## src/rtl/core/gprp_pkg.sv

```systemverilog
// package for the glyph row pixel profiler
// holds field widths, register indexes, record kinds, sequencer states and shared types
// no dependencies
package gprp_pkg;

  localparam int unsigned COL_W      = 6;
  localparam int unsigned ROW_W      = 8;
  localparam int unsigned CFG_IDX_W  = 2;
  localparam int unsigned CFG_DATA_W = 8;

  localparam logic [CFG_IDX_W-1:0] CFG_GLYPH_WIDTH   = 2'd0;
  localparam logic [CFG_IDX_W-1:0] CFG_GLYPH_HEIGHT  = 2'd1;
  localparam logic [CFG_IDX_W-1:0] CFG_BASELINE_ROWS = 2'd2;
  localparam logic [CFG_IDX_W-1:0] CFG_X_HEIGHT      = 2'd3;

  localparam logic REC_PIXEL = 1'b0;
  localparam logic REC_EDGE  = 1'b1;

  typedef enum logic [2:0] {
    ST_IDLE,
    ST_CNT_RD,
    ST_CNT_USE,
    ST_EM_RD,
    ST_EM_USE,
    ST_EDGE
  } seq_state_e;

  typedef struct packed {
    logic             we;
    logic [COL_W-1:0] addr;
    logic             data;
  } rs_wr_t;

endpackage

```

## src/rtl/core/gprp_row_store.sv

```systemverilog
// row store of the glyph row pixel profiler: one bit per column
// single write port, one read port with registered data
// depends on gprp_pkg
module gprp_row_store #(
  parameter int unsigned DEPTH = 63
) (
  input  logic                      clk_i,
  input  gprp_pkg::rs_wr_t          wr_i,
  input  logic [gprp_pkg::COL_W-1:0] rd_addr_i,
  output logic                      rd_data_o
);
  import gprp_pkg::*;

  localparam int unsigned AW = (DEPTH > 1) ? $clog2(DEPTH) : 1;

  logic mem_q [DEPTH];
  logic rd_data_q;

  always_ff @(posedge clk_i) begin
    if (wr_i.we) begin
      mem_q[wr_i.addr[AW-1:0]] <= wr_i.data;
    end
  end

  always_ff @(posedge clk_i) begin
    rd_data_q <= mem_q[rd_addr_i[AW-1:0]];
  end

  assign rd_data_o = rd_data_q;

endmodule

```

## src/rtl/core/glyph_row_pixel_profiler.sv

```systemverilog
// top level of the glyph row pixel profiler: config registers, counters, scan sequencer
// and output register; depends on gprp_pkg and gprp_row_store
//
//   channel | direction | handshake               | payload
//   --------+-----------+-------------------------+------------------------------------------
//   in      | input     | in_valid_i / in_ready_o | pixel_black_i
//   out     | output    | out_valid_o/out_ready_i | record_kind_o .. last_o (8 fields)
//   cfg     | input     | cfg_we_i, no wait       | cfg_idx_i, cfg_data_i
//
// a pixel that does not end a profiled row is only stored; a row above the baseline then starts
// two passes over the row store, a count pass and an emit pass, plus an edge record when its height
// is below the x-height; each pass reads a column, then uses it, bound by the store's single read port
// in_ready_o is low during the passes; a stalled output holds the emit pass on a black pixel
// reset clears counters, sets width 63 and height 255 and clears baseline and x-height; the row store is not cleared
module glyph_row_pixel_profiler #(
  parameter int unsigned MAX_WIDTH  = 63,
  parameter int unsigned MAX_HEIGHT = 255
) (
  input  logic                             clk_i,
  input  logic                             rst_ni,
  input  logic                             cfg_we_i,
  input  logic [gprp_pkg::CFG_IDX_W-1:0]   cfg_idx_i,
  input  logic [gprp_pkg::CFG_DATA_W-1:0]  cfg_data_i,
  input  logic                             in_valid_i,
  output logic                             in_ready_o,
  input  logic                             pixel_black_i,
  output logic                             out_valid_o,
  input  logic                             out_ready_i,
  output logic                             record_kind_o,
  output logic [gprp_pkg::COL_W-1:0]       pixel_x_o,
  output logic [gprp_pkg::ROW_W-1:0]       height_above_base_o,
  output logic [gprp_pkg::COL_W-1:0]       count_right_o,
  output logic [gprp_pkg::COL_W-1:0]       count_left_o,
  output logic [gprp_pkg::COL_W-1:0]       left_edge_o,
  output logic [gprp_pkg::COL_W-1:0]       right_edge_o,
  output logic                             last_o
);
  import gprp_pkg::*;

  seq_state_e state_q, state_d;

  logic [COL_W-1:0] width_q, w_eff;
  logic [ROW_W-1:0] height_q, h_eff;
  logic [ROW_W-1:0] base_q, xh_q;

  logic [COL_W-1:0] col_q, col_d;
  logic [ROW_W-1:0] row_q, row_d;
  logic [COL_W-1:0] x_q, x_d;
  logic [COL_W-1:0] total_q, total_d;
  logic [COL_W-1:0] left_q, left_d;
  logic [COL_W-1:0] lmost_q, lmost_d;
  logic [COL_W-1:0] rmost_q, rmost_d;
  logic             has_q, has_d;
  logic [ROW_W-1:0] hgt_q, hgt_d;
  logic             edge_q, edge_d;

  logic             out_valid_q;
  logic             rec_kind_q, rec_kind_d;
  logic [COL_W-1:0] rec_x_q, rec_x_d;
  logic [COL_W-1:0] rec_cr_q, rec_cr_d;
  logic [COL_W-1:0] rec_cl_q, rec_cl_d;
  logic [COL_W-1:0] rec_le_q, rec_le_d;
  logic [COL_W-1:0] rec_re_q, rec_re_d;
  logic             rec_last_q, rec_last_d;
  logic             out_load;

  logic             in_fire, slot_free, x_last, rd_bit;
  logic [COL_W-1:0] right_cnt;
  logic [ROW_W:0]   row_inc;
  rs_wr_t           rs_wr;

  // effective geometry
  always_comb begin
    w_eff = width_q;
    if (width_q == '0) begin
      w_eff = COL_W'(1);
    end else if ({1'b0, width_q} > (COL_W+1)'(MAX_WIDTH)) begin
      w_eff = COL_W'(MAX_WIDTH);
    end
    h_eff = height_q;
    if (height_q == '0) begin
      h_eff = ROW_W'(1);
    end else if ({1'b0, height_q} > (ROW_W+1)'(MAX_HEIGHT)) begin
      h_eff = ROW_W'(MAX_HEIGHT);
    end
  end

  always_ff @(posedge clk_i or negedge rst_ni) begin
    if (!rst_ni) begin
      width_q  <= COL_W'(63);
      height_q <= ROW_W'(255);
      base_q   <= '0;
      xh_q     <= '0;
    end else if (cfg_we_i) begin
      case (cfg_idx_i)
        CFG_GLYPH_WIDTH:   width_q  <= cfg_data_i[COL_W-1:0];
        CFG_GLYPH_HEIGHT:  height_q <= cfg_data_i[ROW_W-1:0];
        CFG_BASELINE_ROWS: base_q   <= cfg_data_i[ROW_W-1:0];
        CFG_X_HEIGHT:      xh_q     <= cfg_data_i[ROW_W-1:0];
        default: ;
      endcase
    end
  end

  assign in_ready_o = (state_q == ST_IDLE);
  assign in_fire    = in_valid_i && in_ready_o;
  assign slot_free  = !out_valid_q || out_ready_i;
  assign x_last     = ({1'b0, x_q} + (COL_W+1)'(1)) >= {1'b0, w_eff};
  assign right_cnt  = total_q - left_q - COL_W'(1);
  assign row_inc    = {1'b0, row_q} + (ROW_W+1)'(1);

  always_comb begin
    rs_wr.we   = in_fire && ({1'b0, col_q} < (COL_W+1)'(MAX_WIDTH));
    rs_wr.addr = col_q;
    rs_wr.data = pixel_black_i;
  end

  gprp_row_store #(
    .DEPTH (MAX_WIDTH)
  ) u_row_store (
    .clk_i     (clk_i),
    .wr_i      (rs_wr),
    .rd_addr_i (x_q),
    .rd_data_o (rd_bit)
  );

  // sequencer and datapath next state
  always_comb begin
    state_d    = state_q;
    col_d      = col_q;
    row_d      = row_q;
    x_d        = x_q;
    total_d    = total_q;
    left_d     = left_q;
    lmost_d    = lmost_q;
    rmost_d    = rmost_q;
    has_d      = has_q;
    hgt_d      = hgt_q;
    edge_d     = edge_q;
    out_load   = 1'b0;
    rec_kind_d = REC_PIXEL;
    rec_x_d    = x_q;
    rec_cr_d   = right_cnt;
    rec_cl_d   = left_q;
    rec_le_d   = '0;
    rec_re_d   = '0;
    rec_last_d = !edge_q && (right_cnt == '0);
    case (state_q)
      ST_IDLE: begin
        if (in_fire) begin
          if (({1'b0, col_q} + (COL_W+1)'(1)) < {1'b0, w_eff}) begin
            col_d = col_q + COL_W'(1);
          end else begin
            col_d = '0;
            row_d = (row_inc >= {1'b0, h_eff}) ? '0 : row_inc[ROW_W-1:0];
            if (row_q < base_q) begin
              hgt_d   = base_q - row_q - ROW_W'(1);
              edge_d  = (base_q - row_q - ROW_W'(1)) < xh_q;
              x_d     = '0;
              total_d = '0;
              left_d  = '0;
              lmost_d = '1;
              rmost_d = '0;
              has_d   = 1'b0;
              state_d = ST_CNT_RD;
            end
          end
        end
      end
      ST_CNT_RD: begin
        state_d = ST_CNT_USE;
      end
      ST_CNT_USE: begin
        if (rd_bit) begin
          total_d = total_q + COL_W'(1);
          rmost_d = x_q;
          has_d   = 1'b1;
          if (!has_q) begin
            lmost_d = x_q;
          end
        end
        if (x_last) begin
          x_d     = '0;
          state_d = ST_EM_RD;
        end else begin
          x_d     = x_q + COL_W'(1);
          state_d = ST_CNT_RD;
        end
      end
      ST_EM_RD: begin
        state_d = ST_EM_USE;
      end
      ST_EM_USE: begin
        if (!rd_bit || slot_free) begin
          if (rd_bit) begin
            out_load = 1'b1;
            left_d   = left_q + COL_W'(1);
          end
          if (!x_last) begin
            x_d     = x_q + COL_W'(1);
            state_d = ST_EM_RD;
          end else if (edge_q) begin
            state_d = ST_EDGE;
          end else begin
            state_d = ST_IDLE;
          end
        end
      end
      ST_EDGE: begin
        rec_kind_d = REC_EDGE;
        rec_x_d    = '0;
        rec_cr_d   = '0;
        rec_cl_d   = '0;
        rec_le_d   = has_q ? lmost_q : w_eff;
        rec_re_d   = has_q ? (w_eff - rmost_q) : w_eff;
        rec_last_d = 1'b1;
        if (slot_free) begin
          out_load = 1'b1;
          state_d  = ST_IDLE;
        end
      end
      default: begin
        state_d = ST_IDLE;
      end
    endcase
  end

  always_ff @(posedge clk_i or negedge rst_ni) begin
    if (!rst_ni) begin
      state_q <= ST_IDLE;
    end else begin
      state_q <= state_d;
    end
  end

  always_ff @(posedge clk_i or negedge rst_ni) begin
    if (!rst_ni) begin
      col_q   <= '0;
      row_q   <= '0;
      x_q     <= '0;
      total_q <= '0;
      left_q  <= '0;
      lmost_q <= '1;
      rmost_q <= '0;
      has_q   <= 1'b0;
      hgt_q   <= '0;
      edge_q  <= 1'b0;
    end else begin
      col_q   <= col_d;
      row_q   <= row_d;
      x_q     <= x_d;
      total_q <= total_d;
      left_q  <= left_d;
      lmost_q <= lmost_d;
      rmost_q <= rmost_d;
      has_q   <= has_d;
      hgt_q   <= hgt_d;
      edge_q  <= edge_d;
    end
  end

  // output register
  always_ff @(posedge clk_i or negedge rst_ni) begin
    if (!rst_ni) begin
      out_valid_q <= 1'b0;
    end else if (out_load) begin
      out_valid_q <= 1'b1;
    end else if (out_ready_i) begin
      out_valid_q <= 1'b0;
    end
  end

  always_ff @(posedge clk_i) begin
    if (out_load) begin
      rec_kind_q <= rec_kind_d;
      rec_x_q    <= rec_x_d;
      rec_cr_q   <= rec_cr_d;
      rec_cl_q   <= rec_cl_d;
      rec_le_q   <= rec_le_d;
      rec_re_q   <= rec_re_d;
      rec_last_q <= rec_last_d;
    end
  end

  logic [ROW_W-1:0] rec_h_q;
  always_ff @(posedge clk_i) begin
    if (out_load) begin
      rec_h_q <= hgt_q;
    end
  end

  assign out_valid_o         = out_valid_q;
  assign record_kind_o       = rec_kind_q;
  assign pixel_x_o           = rec_x_q;
  assign height_above_base_o = rec_h_q;
  assign count_right_o       = rec_cr_q;
  assign count_left_o        = rec_cl_q;
  assign left_edge_o         = rec_le_q;
  assign right_edge_o        = rec_re_q;
  assign last_o              = rec_last_q;

`ifndef SYNTH
  a_left_below_total: assert property (@(posedge clk_i) disable iff (!rst_ni)
    (state_q == ST_EM_USE && rd_bit) |-> left_q < total_q)
    else $error("more black pixels emitted than counted");

  a_edge_is_last: assert property (@(posedge clk_i) disable iff (!rst_ni)
    (out_valid_o && record_kind_o == REC_EDGE) |-> last_o)
    else $error("edge record not marked last");

  a_last_pixel_no_right: assert property (@(posedge clk_i) disable iff (!rst_ni)
    (out_valid_o && record_kind_o == REC_PIXEL && last_o) |-> count_right_o == '0)
    else $error("last pixel record has black pixels to its right");

  a_col_in_range: assert property (@(posedge clk_i) disable iff (!rst_ni)
    (state_q == ST_IDLE) |-> ({1'b0, col_q} < (COL_W+1)'(MAX_WIDTH)))
    else $error("column counter beyond row store depth");

  a_load_needs_slot: assert property (@(posedge clk_i) disable iff (!rst_ni)
    (out_valid_q && !out_ready_i) |-> !out_load)
    else $error("output register overwritten while held");
`endif

endmodule
```

## config.mk

```make
export PLATFORM = sky130hd
export DESIGN_NAME = glyph_row_pixel_profiler
export DESIGN_NICKNAME = d
export VERILOG_FILES = /design/src/rtl/core/gprp_pkg.sv /design/src/rtl/core/gprp_row_store.sv /design/src/rtl/core/glyph_row_pixel_profiler.sv
export SDC_FILE = /design/constraint.sdc
export NUM_CORES = 1
export LEC_CHECK = 0
export BUFFER_PORTS_ARGS = -buffer_cell sky130_fd_sc_hd__buf_4
export CAP_MARGIN = 30
export CORE_AREA = 2 2 137 139
export DETAILED_ROUTE_END_ITERATION = 7
export DIE_AREA = 0 0 139 141
export PLACE_DENSITY = 0.78
export SYNTH_ARGS = -nofsm -noshare
export SYNTH_HDL_FRONTEND = slang
export SYNTH_SLANG_ARGS = --single-unit
```

## constraint.sdc

```tcl
create_clock -name clk_i -period 4 [get_ports clk_i]
set_clock_uncertainty 0.05 [all_clocks]
set_input_delay 0.6 -clock clk_i [delete_from_list [all_inputs] [get_ports clk_i]]
set_output_delay 0.6 -clock clk_i [all_outputs]
set_load 0.01 [all_outputs]
```

==> metrics.txt <==
Sw Share 0.351; commonest non-fill, non-tap cell in the layout nor2_1; startpoint types flip-flop; largest net degree at the start of global routing 64; Die W 139 µm; syn avg cell area 11.5 µm²; Seq/Total Area, Yosys 0.548; chip height 141 µm; Post-synth EDFFs ~100; gr usage total 0.214; first-pass GRT wire length 33.2 mm; power per cell area around 660 nW/µm²; Root Driver clkbuf_16; Setup TNS 0 ps; Hold-fix buffers, CTS 0; layout cells sized above 1 0.193; Inserted Clock Buffers 17; buffers and inverters on the worst path 0; H-Tree Level Count 4; RSZ-0062 raised after global routing no; Detailed Place HPWL around 14 mm; Seq pwr share 0.393; grt ovf 0; slowest stage cell on the critical path nand3_1; register bit total from synthesis ~190; main area contributors after synthesis edfxtp_1 32%, dfrtp_1 17%, ha_1 6.9%; wire length after detailed routing between 20 and 25 mm; Crit. End Element flip-flop; CP delay by family, top simple AND/OR/NAND/NOR gates; post-CTS setup buffers 0; Setup CP Type reg2reg; status finished, final reports clean; post-synth top area share 0.318; vias in the first global route around 6600; Int Power 4720 µW; post-route ant nets 0; Rel. slew slack 0.475; DR WL/cell 17.7 µm; Required @ worst endpoint around 4300 ps; Peak VDD IR 0.000363 V; CP arrival 3670 ps; f_max 0.297 GHz; Max FO, Critical Path 14; min Tclk post-route 3370 ps; Fill cells 1423; die area 19600 µm²; Clk pwr share 0.251; later-pin clock latency in the skew report 440 ps; Final Cycle Share 0.842; post-synth net total 920; Layout Area Growth over Synthesis 13.5%; Clock Pin Slew Worst Setup and Hold Paths 70 ps; first-iteration detailed-routing DRC count 489; R2R setup slack 630 ps; Clock Tree Buf Depth 2; post-synth design cell area 9740 µm²; via count 6703; Max-Cap Viols 0; CP max stage delay roughly 540 ps; DR pass1 iterations 5; I/O pin count 58; post-CTS resize count 0; vias per inst 5.82; Final nets 977; Logic pwr share 0.356; final hold violations 0; Rows 50; clock sink count roughly 190; Initial Util 0.533; Syn Inst Count 847; antenna violations before repair 0; final max-slew violation count 0; Ant. Diodes 0; Core ar. 18300 µm²; Top FF cell, synth edfxtp_1; area leader, netlist edfxtp_1; Static Leakage 0.00451 µW; RePlAce Congestion approximately 0.85; Tot Pwr 7270 µW; Port Buf Inserts 57; Yosys cell types 64; CTS tree built; Worst Hold Class in2async; Tightest Pin Transition 787 ps; ys async rst share 0.458; final setup fails 0; Critical Path, Cell by Cell ha_1 > nand3_1 > xnor2_1 > ha_1 > and3_1 > nand2_1 > o211ai_1 > nand3_1 > nand2_1 > a2bb2oi_1; DRC viols 0; total number of yosys warnings 0; Psw 2550 µW; commonest non-fill, non-tap cells in the layout 107 x nor2_1, 103 x edfxtp_1, 72 x nand2_1, 68 x dfrtp_1, 67 x buf_4
worst reg2reg max path: stages, from the launching register on:
cell,delay (ps)
dfrtp_1,470
ha_1,230
nand3_1,130
xnor2_1,190
ha_1,310
and3_1,200
nand2_1,90
o211ai_1,370
nand3_1,540
nand2_1,480
a2bb2oi_1,230
synthesized netlist by cell type, types with 20 or more instances:
cell type,count
mux4_2,20
dfstp_2,20
nand3_1,32
mux2_2,29
dfrtp_1,68
o21ai_0,25
inv_1,59
edfxtp_1,103
a21oi_1,32
nor2_1,108
ha_1,54
nand2_1,72
registers in the layout, indices dropped and copies added (netlist names), 3 cells and up:
register / count
u_row_store.mem_q: 63
base_q: 8
height_above_base_o: 8
height_q: 8
hgt_q: 8
row_q: 8
xh_q: 8
col_q: 6
count_left_o: 6
count_right_o: 6
left_edge_o: 6
left_q: 6
lmost_q: 6
pixel_x_o: 6
right_edge_o: 6
rmost_q: 6
total_q: 6
width_q: 6
x_q: 6
state_q: 3
power groups by stage:
stage | Sequential (µW) | Clock [µW] | Combinational, µW
6_report | 2860 | 1820 | 2590
5_1_grt | 2910 | 1920 | 2890
4_1_cts | 2850 | 1840 | 2600
3_5_place_dp | 2890 | 0 | 2550
3_3_place_gp | 2870 | 0 | 2470
2_1_floorplan | 2760 | 0 | 2010
path summary, 6_finish.rpt:
| check | from | to | cells past startpoint |
|---|---|---|---|
| max | col_q[1] | lmost_q[4] | 10 |
| min | rst_ni | row_q[1] | 1 |
| max reg2reg | col_q[1] | lmost_q[4] | 10 |
| min reg2reg | hgt_q[1] | height_above_base_o[1] | 0 |
| max in group asynchronous | rst_ni | width_q[3] | 2 |
| min in group clk_i | cfg_data_i[5] | width_q[5] | 3 |
per-stage QoR:
| stage | hold slack, ps | cells | cell area, µm² | util | worst slack (ps) |
|---|---|---|---|---|---|
| 2_1_floorplan | 254 | 847 | 9740 | - | 602 |
| 3_3_place_gp | 389 | 1119 | 10400 | 0.571 | 884 |
| 3_5_place_dp | 387 | 1119 | 10400 | 0.571 | 711 |
| 4_1_cts | 91.0 | 1151 | 11100 | 0.605 | 657 |
| 5_1_grt | 111 | 1151 | 11100 | 0.605 | 399 |
| 6_report | 74.3 | 1151 | 11100 | 0.605 | 633 |
cell families (layout without fill, tap and decap cells):
kind of cell             after synthesis  after routing  share of synthesized area
AND/OR/NAND/NOR                      285            285                      0.134
flip-flops                           192            192                      0.548
AO/OA/AOI/OAI                        143            143                     0.0980
buffers and inverters                 90            160                     0.0357
adder cells (fa/ha/maj)               58             58                     0.0766
multiplexers                          53             53                     0.0839
XOR/XNOR                              26             26                     0.0234
layer usage:
layer	routed length, µm	share of wire	vias to the layer above	global-route usage
li1	-	-	3151	-
met2	10300	0.51	186	0.369
met3	959	0.047	32	0.0418
met5	0	0	-	0
met4	410	0.020	0	0.0723
met1	8730	0.43	3334	0.273
cell type report:
type / instances / area [µm²] / share of cell area
Clock buffer: 17 / 425 / 0.0385
Clock inverter: 15 / 205 / 0.0186
Inverter: 61 / 229 / 0.0207
Multi-Input combinational cell: 565 / 4060 / 0.367
Sequential cell: 192 / 5340 / 0.483
Tap cell: 234 / 293 / 0.0265
Timing Repair Buffer: 67 / 503 / 0.0455
Power figures use the tool's default switching activity.
